<file path="src/rtl/asfp_pkg.sv">
// Package with format codes, G.711 segment tables and the stage item type.
package asfp_pkg;

  // Sample format codes held in the format register.
  localparam logic [2:0] FMT_U8    = 3'd0;
  localparam logic [2:0] FMT_S8    = 3'd1;
  localparam logic [2:0] FMT_ULAW  = 3'd2;
  localparam logic [2:0] FMT_ALAW  = 3'd3;
  localparam logic [2:0] FMT_S16LE = 3'd4;
  localparam logic [2:0] FMT_U16LE = 3'd5;

  localparam logic [7:0]  ALAW_XOR_MASK = 8'h55;
  localparam logic [7:0]  BYTE_SIGN     = 8'h80;
  localparam logic [15:0] WORD_SIGN     = 16'h8000;

  // Segment base magnitudes of the mu-law expansion.
  function automatic logic [15:0] ulaw_base(input logic [2:0] seg);
    logic [15:0] base;
    case (seg)
      3'd0:    base = 16'd0;
      3'd1:    base = 16'd132;
      3'd2:    base = 16'd396;
      3'd3:    base = 16'd924;
      3'd4:    base = 16'd1980;
      3'd5:    base = 16'd4092;
      3'd6:    base = 16'd8316;
      3'd7:    base = 16'd16764;
      default: base = 16'd0;
    endcase
    return base;
  endfunction

  // Segment base magnitudes of the A-law expansion.
  function automatic logic [15:0] alaw_base(input logic [2:0] seg);
    logic [15:0] base;
    case (seg)
      3'd0:    base = 16'd0;
      3'd1:    base = 16'd264;
      3'd2:    base = 16'd528;
      3'd3:    base = 16'd1056;
      3'd4:    base = 16'd2112;
      3'd5:    base = 16'd4224;
      3'd6:    base = 16'd8448;
      3'd7:    base = 16'd16896;
      default: base = 16'd0;
    endcase
    return base;
  endfunction

  // One item that will give a sample, as held between the two stages.
  typedef struct packed {
    logic [2:0] fmt;
    logic [7:0] hi_byte;
    logic [7:0] lo_byte;
  } asfp_item_t;

endpackage

</file>
<file path="src/rtl/asfp_capture.sv">
// Input stage: format register, 16-bit byte pairing and the input register.
module asfp_capture (
  input  logic                clk,
  input  logic                rst_n,
  input  logic                cfg_we,
  input  logic [2:0]          cfg_fmt,
  input  logic                in_valid,
  output logic                in_ready,
  input  logic [7:0]          in_data_byte,
  input  logic                s1_take,
  output logic                s1_valid,
  output asfp_pkg::asfp_item_t s1_item
);
  import asfp_pkg::*;

  logic [2:0] fmt_r, fmt_nxt;
  logic       due_r, due_nxt;
  logic [7:0] held_r, held_nxt;
  logic       s1_valid_r, s1_valid_nxt;
  asfp_item_t s1_item_r, s1_item_nxt;
  logic       accept;
  logic       is_wide;
  logic       is_narrow;
  logic       produce;

  assign in_ready  = !s1_valid_r || s1_take;
  assign accept    = in_valid && in_ready;
  assign is_wide   = (fmt_r == FMT_S16LE) || (fmt_r == FMT_U16LE);
  assign is_narrow = (fmt_r == FMT_U8) || (fmt_r == FMT_S8) ||
                     (fmt_r == FMT_ULAW) || (fmt_r == FMT_ALAW);
  // An item gives a sample for 8-bit formats, or as the high byte of a pair.
  assign produce   = accept && (is_narrow || (is_wide && due_r));

  // Format register, pairing state and stage register update.
  always_comb begin
    fmt_nxt      = fmt_r;
    due_nxt      = due_r;
    held_nxt     = held_r;
    s1_item_nxt  = s1_item_r;
    s1_valid_nxt = s1_valid_r;
    if (s1_take) begin
      s1_valid_nxt = 1'b0;
    end
    if (cfg_we) begin
      fmt_nxt = cfg_fmt;
      due_nxt = 1'b0;
    end else if (accept && is_wide) begin
      due_nxt = !due_r;
      if (!due_r) begin
        held_nxt = in_data_byte;
      end
    end
    if (produce) begin
      s1_valid_nxt        = 1'b1;
      s1_item_nxt.fmt     = fmt_r;
      s1_item_nxt.hi_byte = in_data_byte;
      s1_item_nxt.lo_byte = held_r;
    end
  end

  always_ff @(posedge clk) begin
    if (!rst_n) begin
      fmt_r      <= FMT_U8;
      due_r      <= 1'b0;
      s1_valid_r <= 1'b0;
    end else begin
      fmt_r      <= fmt_nxt;
      due_r      <= due_nxt;
      s1_valid_r <= s1_valid_nxt;
    end
  end

  // Payload registers carry no reset.
  always_ff @(posedge clk) begin
    held_r    <= held_nxt;
    s1_item_r <= s1_item_nxt;
  end

  assign s1_valid = s1_valid_r;
  assign s1_item  = s1_item_r;

endmodule

</file>
<file path="src/rtl/asfp_decode.sv">
// Decode logic: turns one captured item into a left-justified 32-bit sample.
module asfp_decode (
  input  asfp_pkg::asfp_item_t item,
  output logic [31:0]          sample
);
  import asfp_pkg::*;

  logic [7:0]  ul_c;
  logic [15:0] ul_mag;
  logic [15:0] ul_lin;
  logic [7:0]  al_c;
  logic [15:0] al_mag;
  logic [15:0] al_lin;
  logic [15:0] pair;

  // Mu-law: invert, then segment base plus shifted mantissa, sign at bit 7.
  always_comb begin
    ul_c   = ~item.hi_byte;
    ul_mag = ulaw_base(ul_c[6:4]) +
             ({12'd0, ul_c[3:0]} << ({1'b0, ul_c[6:4]} + 4'd3));
    ul_lin = ul_c[7] ? (16'd0 - ul_mag) : ul_mag;
  end

  // A-law: toggle even bits; the lowest segment is linear with a half step.
  always_comb begin
    al_c = item.hi_byte ^ ALAW_XOR_MASK;
    if (al_c[6:4] != 3'd0) begin
      al_mag = alaw_base(al_c[6:4]) +
               ({12'd0, al_c[3:0]} << ({1'b0, al_c[6:4]} + 4'd3));
    end else begin
      al_mag = {8'd0, al_c[3:0], 4'd8};
    end
    al_lin = al_c[7] ? al_mag : (16'd0 - al_mag);
  end

  // Select the decoding by the format the item was taken under.
  always_comb begin
    pair = {item.hi_byte, item.lo_byte};
    case (item.fmt)
      FMT_U8:    sample = {item.hi_byte ^ BYTE_SIGN, 24'd0};
      FMT_S8:    sample = {item.hi_byte, 24'd0};
      FMT_ULAW:  sample = {ul_lin, 16'd0};
      FMT_ALAW:  sample = {al_lin, 16'd0};
      FMT_S16LE: sample = {pair, 16'd0};
      FMT_U16LE: sample = {pair ^ WORD_SIGN, 16'd0};
      default:   sample = 32'd0;
    endcase
  end

endmodule

</file>
<file path="src/rtl/audio_sample_format_to_pcm32.sv">
// Top level: raw audio byte stream to 32-bit left-justified PCM samples.
//
// The input channel (in_valid/in_ready/in_data_byte) takes one raw byte per
// item. The output channel (out_valid/out_ready/out_sample) gives one signed
// 32-bit sample per completed item. 8-bit formats give a sample for every
// byte; the 16-bit little-endian formats take the low byte first, which
// gives no sample, and the high byte then gives one.
// The configuration channel (cfg_valid/cfg_ready/cfg_sample_format) sets the
// format and drops any half-received 16-bit pair; it is always ready. The
// user must write it only while the block is idle; the block does not enforce it.
// An accepted byte passes the input register, then the decode into the
// output register, which raises out_valid. Throughput is one byte every
// cycle while out_ready holds high; the two registers form a pipeline with
// a flow-through ready, so a byte is accepted while a finished sample waits
// to be taken. When the receiver stalls, the sample holds in the output
// register and one more item can wait in the input register before in_ready
// drops. Reset clears the format to 8-bit unsigned, the pairing state and
// both valid flags.
module audio_sample_format_to_pcm32 (
  input  logic        clk,
  input  logic        rst_n,
  input  logic        cfg_valid,
  output logic        cfg_ready,
  input  logic [2:0]  cfg_sample_format,
  input  logic        in_valid,
  output logic        in_ready,
  input  logic [7:0]  in_data_byte,
  output logic        out_valid,
  input  logic        out_ready,
  output logic [31:0] out_sample
);
  import asfp_pkg::*;

  logic        s1_valid;
  asfp_item_t  s1_item;
  logic        s1_take;
  logic [31:0] dec_sample;
  logic        out_valid_r, out_valid_nxt;
  logic [31:0] out_sample_r, out_sample_nxt;

  assign cfg_ready = 1'b1;

  // The output register is free when empty or being read this cycle.
  assign s1_take = s1_valid && (!out_valid_r || out_ready);

  asfp_capture u_capture (
    .clk          (clk),
    .rst_n        (rst_n),
    .cfg_we       (cfg_valid && cfg_ready),
    .cfg_fmt      (cfg_sample_format),
    .in_valid     (in_valid),
    .in_ready     (in_ready),
    .in_data_byte (in_data_byte),
    .s1_take      (s1_take),
    .s1_valid     (s1_valid),
    .s1_item      (s1_item)
  );

  asfp_decode u_decode (
    .item   (s1_item),
    .sample (dec_sample)
  );

  // Output register update.
  always_comb begin
    out_valid_nxt  = out_valid_r;
    out_sample_nxt = out_sample_r;
    if (out_ready) begin
      out_valid_nxt = 1'b0;
    end
    if (s1_take) begin
      out_valid_nxt  = 1'b1;
      out_sample_nxt = dec_sample;
    end
  end

  always_ff @(posedge clk) begin
    if (!rst_n) begin
      out_valid_r <= 1'b0;
    end else begin
      out_valid_r <= out_valid_nxt;
    end
  end

  always_ff @(posedge clk) begin
    out_sample_r <= out_sample_nxt;
  end

  assign out_valid  = out_valid_r;
  assign out_sample = out_sample_r;

endmodule

</file>
<file path="config.mk">
export PLATFORM = sky130hd
export DESIGN_NAME = audio_sample_format_to_pcm32
export DESIGN_NICKNAME = d
export VERILOG_FILES = /design/src/rtl/asfp_pkg.sv /design/src/rtl/asfp_capture.sv /design/src/rtl/asfp_decode.sv /design/src/rtl/audio_sample_format_to_pcm32.sv
export SDC_FILE = /design/constraint.sdc
export NUM_CORES = 1
export LEC_CHECK = 0
export ABC_CLOCK_PERIOD_IN_PS = 10170
export BUFFER_PORTS_ARGS = -buffer_cell sky130_fd_sc_hd__buf_2
export CAP_MARGIN = 15
export CORE_ASPECT_RATIO = 2
export CORE_MARGIN = 10
export CORE_UTILIZATION = 50
export CTS_BUF_LIST = sky130_fd_sc_hd__clkbuf_4 sky130_fd_sc_hd__clkbuf_8 sky130_fd_sc_hd__clkbuf_16
export CTS_CLUSTER_DIAMETER = 120
export CTS_CLUSTER_SIZE = 28
export DETAILED_ROUTE_END_ITERATION = 16
export GPL_TIMING_DRIVEN = 0
export PLACE_DENSITY = 0.79
export SYNTH_ARGS = -nofsm -noshare
export SYNTH_HDL_FRONTEND = slang
export SYNTH_SLANG_ARGS = --single-unit
</file>
<file path="constraint.sdc">
create_clock -name clk -period 10.17 [get_ports clk]
set_input_delay 0.5085 -clock clk [delete_from_list [all_inputs] [get_ports clk]]
set_output_delay 0.5085 -clock clk [all_outputs]
set_load 0.005 [all_outputs]
</file>
Word-level counts from Yosys, hierarchy flattened
Memories as Yosys holds them, arrays and structs flattened.
Index checks and enable logic that the tools add are counted.
W data, S select, Z words.
Storage, ports and cells
  input port bits: 16
  bits in registers: 65
  output and inout port bits: 35
  bits in read-only memories: 192
  memories: 2
Memories
  (name not given): words 8, bits a word 12, rd ports 1, clocked after Yosys merged registers in 0, wr ports 0, RTL line asfp_pkg.sv:36  | case (seg)
  (name not given): words 8, bits a word 12, rd ports 1, clocked after Yosys merged registers in 0, wr ports 0, RTL line asfp_pkg.sv:19  | case (seg)
Cells by class
  shift operators: 2
  equality and inequality tests: 10
  bitwise logic cells: 6
  add/subtract/negate cells: 6
  mux-type cells: 9
  reductions and logical operators: 22
Operators with widths (count)
  $pmux W32 S6: 1
  $mux W16: 4
  $add A16 B16 Y16: 2
  $shl A4 B4 Y16: 2
  $sub A1 B16 Y16 const A: 2
  $eq A3 B2 Y1 const B: 4
  $eq A3 B3 Y1 const B: 4
  $add A3 B2 Y4 const B: 2
  $not A8 Y8: 1
  $logic_or A1 B1 Y1: 7
  $eq A3 B1 Y1 const B: 2
  $logic_not A3 Y1: 2
  $logic_and A1 B1 Y1: 5
  $mux W1: 4
  $not A1 Y1: 4
  $not A4 Y4: 1
  $reduce_bool A2 Y1: 2
  $logic_not A1 Y1: 3
  $reduce_and A3 Y1: 1
  $reduce_bool A3 Y1: 1
  $reduce_or A2 Y1: 1

Logic depth before layout (Yosys ltp)
Gate-level depths: netlist (run 1).
  depth after elaboration: 8
  gate-level depth with buffers: 22
  mapped depth without buffers: 19

Cells and area by module
From an unflattened synthesis (run 1), not the netlist that was laid out.
Unflattened totals
  cell total of the unflattened synthesis: 626
  area, all modules: 5619.1 um2
Modules (own cells, without submodules)
  asfp_decode: times used 1, area an instance 3537.1 um2, cells each 537
  asfp_capture: times used 1, area an instance 1062.3 um2, cells each 51
  audio_sample_format_to_pcm32: times used 1, area an instance 1019.7 um2, cells each 38

Least setup slack after synthesis (run 1)
No wires, ideal clock.
  path type: flip-flop to flip-flop
  from: reg u_capture.s1_item_r, in the netlist u_capture.s1_item[12]
  to: reg out_sample_r[30] (netlist: out_sample[30]) (data pin)
  stages on the path, launching flop included: 22
  arrival time: 4175 ps
  period minus slack after synthesis: 4442 ps
  slack: 5728 ps
  cell sequence: edfxtp_1 > buf_6 > inv_1 > ha_1 > buf_4 > clkbuf_1 > nand2_1 > o211a_1 > a31oi_1 > nor3_1 > ha_1 > inv_1 > fa_1 > and2b_1 > o2111ai_1 > a21oi_2 > o21ai_0 > and2b_2 > a2111oi_4 > a41oi_2 > xor2_1 > o221ai_2
Between the ends
  cells in the longest elaborated chain, start to end: 8
  elaborated cells between the ends (all ways): 18
Ends and longest elaborated chain
  start, declared: RTL line asfp_capture.sv:20  | asfp_item_t s1_item_r, s1_item_nxt;
  start signal, assigned: RTL line asfp_capture.sv:76  | s1_item_r <= s1_item_nxt;
  $not A4 Y4 (no source line)
  $add A3 B2 Y4 or $mem_v2 Z8 W12 (tied branches)
  $shl A4 B4 Y16 or $mux W16 (tied branches): RTL line asfp_decode.sv:29, asfp_decode.sv:27
  $add A16 B16 Y16: RTL line asfp_decode.sv:28  | al_mag = alaw_base(al_c[6:4]) +
  $mux W16: RTL line asfp_decode.sv:27  | if (al_c[6:4] != 3'd0) begin
  $sub A1 B16 Y16: RTL line asfp_decode.sv:33  | al_lin = al_c[7] ? al_mag : (16'd0 - al_mag);
  $mux W16: RTL line asfp_decode.sv:33
  $pmux W32 S6 (*): RTL line asfp_decode.sv:39  | case (item.fmt)
  net dec_sample[30]: RTL line audio_sample_format_to_pcm32.sv:37  | logic [31:0] dec_sample;
  end signal, assigned: RTL line audio_sample_format_to_pcm32.sv:86  | out_sample_r <= out_sample_nxt;
  end, declared: RTL line audio_sample_format_to_pcm32.sv:39  | logic [31:0] out_sample_r, out_sample_nxt;
Mark *: on every way through the listed nets, which the timed path passes. The rest lies on a longest branch. The select of a mux whose other input is x is not followed.
A chain may end at the register's enable or synchronous reset.

Worst setup path after layout (run 1)
  from: reg u_capture.s1_item_r, in the netlist u_capture.s1_item[12]
  to: reg out_sample_r[31] (netlist: out_sample[31]) (data pin)
The elaborated chain is that of the path after synthesis.

==> impl_metrics.json, run 1 <==
{
  "antenna_found_initial": 0,
  "htree_levels": 2,
  "crit_path_max_fanout": 10,
  "synth_edf_count": 43,
  "cts_hold_buf": 0,
  "placed_cells": 738,
  "skew_ps": 5.86,
  "fin_cells": 746,
  "initialDrtViolationCount": 271,
  "placedInstanceArea_um2": 5290,
  "cts_tree": "built",
  "synth_seq_cells": 49,
  "numCtsBuffers": 5,
  "crit_family": "simple AND/OR/NAND/NOR gates",
  "grt_usage_pct": 19.8,
  "total_power_uw": 695,
  "irDropWorstVdd_mv": 0.159,
  "cp.required_ps": 10180,
  "yosys.area.top_type_share_pct": 26.3,
  "fin_crit_ps": 5910,
  "cts_sinks": 49,
  "io_buffers": 32,
  "grt_pass1_wl_um": 23200,
  "syn2layout_area_growth_pct": 10.8,
  "critPathSlowestCell": "nor3_1",
  "pwr_density_cell_nw_per_um2": 128,
  "boundaryPins": 51,
  "synthTopCellsByArea": "edfxtp_1 26%, ha_1 8.7%, xnor2_1 4.6%, a21oi_1 4.3%, nand2_1 3.8%",
  "fin_area_um2": 5430,
  "min_period_over_period_pct": 58.1,
  "fmax_mhz": 169,
  "clk_path_buf_depth": 2,
  "grt_max_degree": 21,
  "core.rowCount": 51,
  "critPathArrivalTime_ps": 5920,
  "gp_congestion": 0.995,
  "rsz0062_at_grt": "no",
  "drcViolationCount": 0,
  "detail-route-antenna-nets": 0,
  "finalHoldViolCount": 0,
  "viasPerCell": 5.85,
  "tightest_slew_ps": 1110,
  "setup.worst_path.class": "flip-flop to flip-flop",
  "nets": 665,
  "synth.avg_cell_area_um2": 8.77,
  "layout_common_cells": "49 x nand2_1, 43 x nor2_1, 43 x edfxtp_1",
  "whs_ps": 410,
  "drt_first_pass_iters": 5,
  "fin_tns_setup_ps": 0,
  "drv_slew": 0,
  "cts.clk_slew.worst_paths_ps": 60,
  "drv_cap": 0,
  "yosys_warnings": 0,
  "grt.overflow.total": 0,
  "synth_area_um2": 4900,
  "critPathMaxStageDelay_ps": 640,
  "initial_core_util_pct": 50.9,
  "synth-async-reset-ratio_pct": 0,
  "routedWlPerCell_um": 19.6,
  "critPathBufInv": 5,
  "status": "finished clean",
  "fill_cells": 882,
  "final_common_cell": "nand2_1",
  "ys_types": 79,
  "synthCells": 559,
  "hp-class": "input pin to flip-flop",
  "clk_latency_ps": 280,
  "die_x_um": 90.0,
  "yosys.area.top_type": "edfxtp_1",
  "endpoint_kind": "flip-flop",
  "ys.flop_type": "edfxtp_1",
  "finalSetupViolations": 0,
  "clockRootBuffer": "clkbuf_16",
  "power_leakage_nw": 2.33,
  "path_cells": "buf_6, inv_1, ha_1, buf_4, clkbuf_1, nor3_1, a21oi_1, or2_2, inv_1, ha_1, a211o_1, a211o_1, a21oi_1, mux2i_1, nor4b_1, a41oi_1, xnor2_1, o211ai_1",
  "antenna_cells": 0,
  "critPathLaunchType": "flip-flop",
  "cts_setup_buffers": 0,
  "routed_wl_um": 14700,
  "cts_resized": 0,
  "die_h_um": 160,
  "drive_gt1_share_pct": 16.1,
  "core_area_um2": 9640,
  "first_global_vias": 4540,
  "vias": 4366,
  "fp.dieArea_um2": 14400,
  "slew_headroom_pct": 25.4,
  "dp.final_hpwl_um": 12200,
  "ys_seq_area_share_pct": 28.8
}
==> routing by layer <==
| metal | vias to the layer above | track usage, % | wire length, um |
|---|---|---|---|
| li1 | 2117 | - | - |
| met1 | 2038 | 17.9 | 5000 |
| met2 | 149 | 37.5 | 7870 |
| met3 | 62 | 2.91 | 500 |
| met4 | 0 | 15.7 | 1290 |
| met5 | - | 0 | 0 |
==> cell usage after synthesis, types with 9 or more instances <==
cell and n:
ha_1 34, mux2i_1 10, a31oi_1 10, a21o_1 9
nand3_1 10, o21ai_0 19, nand2_1 49, xor2_1 14
clkbuf_1 12, nor3_1 19, inv_1 27, nor2_1 43
edfxtp_1 43, buf_4 18, xnor2_1 26, a21oi_1 42
nor2b_1 19
==> worst register-to-register path, stage by stage (launching register included) <==
cell	delay, ps
edfxtp_1	550
buf_6	210
inv_1	260
ha_1	330
buf_4	190
clkbuf_1	210
nor3_1	640
a21oi_1	170
or2_2	370
inv_1	70
ha_1	250
a211o_1	310
a211o_1	310
a21oi_1	200
mux2i_1	440
nor4b_1	470
a41oi_1	190
xnor2_1	340
o211ai_1	150
==> per-stage QoR <==
stage,utilization [%],setup WS (ps)
final,56.4,4260
after global routing,56.4,4080
after CTS,56.4,4360
after detailed placement,54.9,4390
after global placement,54.9,4420
after floorplan,-,5730
==> registers in the layout (all words and copies together), names as in the netlist <==
register            flops
u_capture.s1_item      19
out_sample             16
out_valid               1
u_capture.held_r        8
u_capture.fmt_r         3
u_capture.s1_valid      1
u_capture.due_r         1
==> final cells by class <==
| type | count | area [um2] | area share, % |
|---|---|---|---|
| Multi-Input combinational cell | 457 | 3170 | 58.3 |
| Buffer | 40 | 277 | 5.09 |
| Sequential cell | 49 | 1410 | 26.0 |
| Tap cell | 132 | 165 | 3.04 |
| Clock inverter | 2 | 13.8 | 0.253 |
| Inverter | 28 | 105 | 1.93 |
| Timing Repair Buffer | 32 | 160 | 2.95 |
| Clock buffer | 6 | 133 | 2.44 |
==> path summary, 6_finish.rpt <==
kind | to | depth (start not counted) | from | slack [ps]
min | u_capture.held_r[0]$_DFFE_PP_ | 1 | in_data_byte[0] | 410
max reg2reg | out_sample[31]$_DFFE_PP_ | 18 | u_capture.s1_item[12]$_DFFE_PP_ | 4260
max | out_sample[31]$_DFFE_PP_ | 18 | u_capture.s1_item[12]$_DFFE_PP_ | 4260
min reg2reg | u_capture.s1_item[4]$_DFFE_PP_ | 0 | u_capture.held_r[4]$_DFFE_PP_ | 420
==> cells by family (layout without fill, tap and decap cells) <==
logic type / after synthesis / count (layout) / synth area share [%]
buffers and inverters: 68 / 108 / 7.78
other: 2 / 17 / 0.153
AOI/OAI and AO/OA: 153 / 153 / 22.3
muxes: 15 / 15 / 3.42
and+or+nand+nor: 196 / 196 / 20.9
adders and majority gates: 36 / 36 / 9.49
DFF: 49 / 49 / 28.8
xor gates and xnor gates: 40 / 40 / 7.14
==> report_power, final <==
part | internal (mW) | switching, mW
combinational | 0.116 | 0.180
sequential | 0.233 | 0.00709
clock | 0.0941 | 0.0648
Note: power is estimated with default switching activity, not from simulation.
==> inputs of run 2 (changes only) <==
- ABC_CLOCK_PERIOD_IN_PS: 10170 -> 5300
- PLACE_DENSITY: 0.79 -> 0.82
- clock period: 10.17 -> 5.3 ns (I/O delays scaled with it)
==> run 2 against run 1 <==
Compared with the run above: clock-buffer cell count increased by 1; first-iteration DRC count decreased by 4.8%; sequential power increased by 91%; via count increased by 0.89%; cell count increased by 0.94%; non-clock buffer count increased by 7; fmax increased by 16%; design area increased by 2.6%; clock power increased by 110%; utilization increased by 1.5 points; largest power group unchanged; highest routed layer unchanged.
==> impl_metrics.json, run 2 (same netlist as run 1, synthesis figures left out) <==
{
  "syn2layout_area_growth_pct": 13.8,
  "detail-route-antenna-nets": 0,
  "fin_area_um2": 5580,
  "setup.worst_path.class": "flip-flop to flip-flop",
  "tightest_slew_ps": 1020,
  "critPathSlowestCell": "edfxtp_1",
  "io_buffers": 32,
  "r2r_start": "u_capture.s1_item[12]$_DFFE_PP_",
  "pwr_density_cell_nw_per_um2": 247,
  "power_leakage_nw": 2.39,
  "drive_gt1_share_pct": 18.7,
  "endpoint_kind": "flip-flop",
  "total_power_mw": 1.38,
  "core_area_um2": 9640,
  "r2r-end": "out_sample[31]$_DFFE_PP_",
  "viasPerCell": 5.85,
  "core.rowCount": 51,
  "largest_reg_flops": 19,
  "worstHoldStart": "in_data_byte[6]",
  "finalSetupViolations": 0,
  "grt_usage_pct": 19.8,
  "boundaryPins": 51,
  "grt_pass1_wl_um": 23400,
  "fmax_mhz": 197,
  "antenna_cells": 0,
  "critPathBufInv": 6,
  "path_cells": "buf_6, clkinvlp_4, ha_4, buf_4, buf_2, inv_1, nor3_1, a21oi_1, nor2_1, a21oi_1, or2_2, inv_1, ha_1, a211o_1, a211o_1, a2111oi_1, nor3_1, xor2_1, nand2_1, a41oi_1, xnor2_1, o211ai_1",
  "fin_crit_ps": 5070,
  "first_global_vias": 4526,
  "skew_ps": 2.94,
  "irDropWorstVdd_mv": 0.228,
  "layout_common_cells": "49 x nand2_1, 43 x nor2_1, 43 x edfxtp_1",
  "placedInstanceArea_um2": 5290,
  "hold_depth": 1,
  "initial_core_util_pct": 50.9,
  "r2r_cells": 22,
  "drt_first_pass_iters": 5,
  "rrSetupSlack_ps": 230,
  "grt.overflow.total": 0,
  "cts_sinks": 49,
  "whs_ps": 170,
  "die_x_um": 90.0,
  "clk_path_buf_depth": 2,
  "drv_slew": 0,
  "crit_path_max_fanout": 10,
  "htree_levels": 2,
  "status": "finished clean",
  "initialDrtViolationCount": 258,
  "gp_congestion": 0.982,
  "clk_latency_ps": 280,
  "critPathArrivalTime_ps": 5080,
  "drcViolationCount": 0,
  "cts_tree": "built",
  "nets": 672,
  "dp.final_hpwl_um": 11800,
  "min_period_over_period_pct": 95.7,
  "whs_endpoint": "u_capture.s1_item[14]$_DFFE_PP_",
  "die_h_um": 160,
  "cts_hold_buf": 0,
  "crit_family": "compound AO/OA/AOI/OAI gates",
  "drv_cap": 0,
  "hp-class": "input pin to flip-flop",
  "fill_cells": 854,
  "antenna_found_initial": 0,
  "finalHoldViolCount": 0,
  "cts.clk_slew.worst_paths_ps": 60,
  "vias": 4405,
  "cp.required_ps": 5310,
  "clockRootBuffer": "clkbuf_16",
  "grt_max_degree": 21,
  "final_common_cell": "nand2_1",
  "critPathMaxStageDelay_ps": 450,
  "fp.dieArea_um2": 14400,
  "routedWlPerCell_um": 19.4,
  "numCtsBuffers": 5,
  "slew_headroom_pct": 31.2,
  "routed_wl_um": 14600,
  "critPathLaunchType": "flip-flop"
}
run 2: cell count changes in the layout (fill, tap and decap cells not counted), moves of 2 or more:
| cell | previous run | this run |
|---|---|---|
| nor3_2 | 0 | 3 |
| buf_4 | 18 | 25 |
| nor3_1 | 19 | 15 |
| clkbuf_8 | 4 | 6 |
run 2: through the flow:
stage               utilization [%]  TNS, ps  setup WS (ps)  instances
floorplan                         -        0            858        574
global placement               54.9     -569           -342        738
detailed placement             54.9     -884           -415        739
CTS                            56.8        0           13.1        747
global route                   57.9    -75.3          -40.9        753
finish                         57.9        0            226        753
run 2: final cells by class:
cell class	count	area, um2	share of cell area, %
flip-flops and latches	49	1410	25.3
clock inverters	1	8.76	0.157
inverters	28	109	1.95
multi-input cells	457	3240	58.1
well taps	132	165	2.96
clock buffers	7	153	2.74
repair buffers	39	213	3.81
plain buffers	40	278	4.98
run 2: worst max-delay path by stage:
| stage | startpoint | endpoint | slack (ps) | cells after the start |
|---|---|---|---|---|
| floorplan | u_capture.s1_item[12]$_DFFE_PP_ | out_sample[30]$_DFFE_PP_ | 860 | 21 |
| global placement | u_capture.s1_item[12]$_DFFE_PP_ | out_sample[31]$_DFFE_PP_ | -340 | 18 |
| detailed placement | u_capture.s1_item[12]$_DFFE_PP_ | out_sample[31]$_DFFE_PP_ | -420 | 18 |
| CTS | u_capture.s1_item[12]$_DFFE_PP_ | out_sample[31]$_DFFE_PP_ | 10 | 21 |
| global route | u_capture.s1_item[14]$_DFFE_PP_ | out_sample[29]$_DFFE_PP_ | -40 | 18 |
| finish | u_capture.s1_item[12]$_DFFE_PP_ | out_sample[31]$_DFFE_PP_ | 230 | 22 |
run 2: what timing repair did:
action                     CTS  global route
gates resized for setup      5            10
setup endpoints to repair    5             7
hold endpoints to repair     0             0
setup buffers                0             6
pin swaps                    0             2
run 2: metal layers:
layer  GRT usage [%]  wire (um)
met1            17.6       4790
met4            16.1       1410
met2            37.2       7780
met3            3.85        635
met5               0          0
run 2: report_power, final:
group          switching, mW  leakage [nW]  internal, mW
clock                  0.128        0.0805         0.202
sequential            0.0124         0.459         0.446
combinational          0.355          1.85         0.234
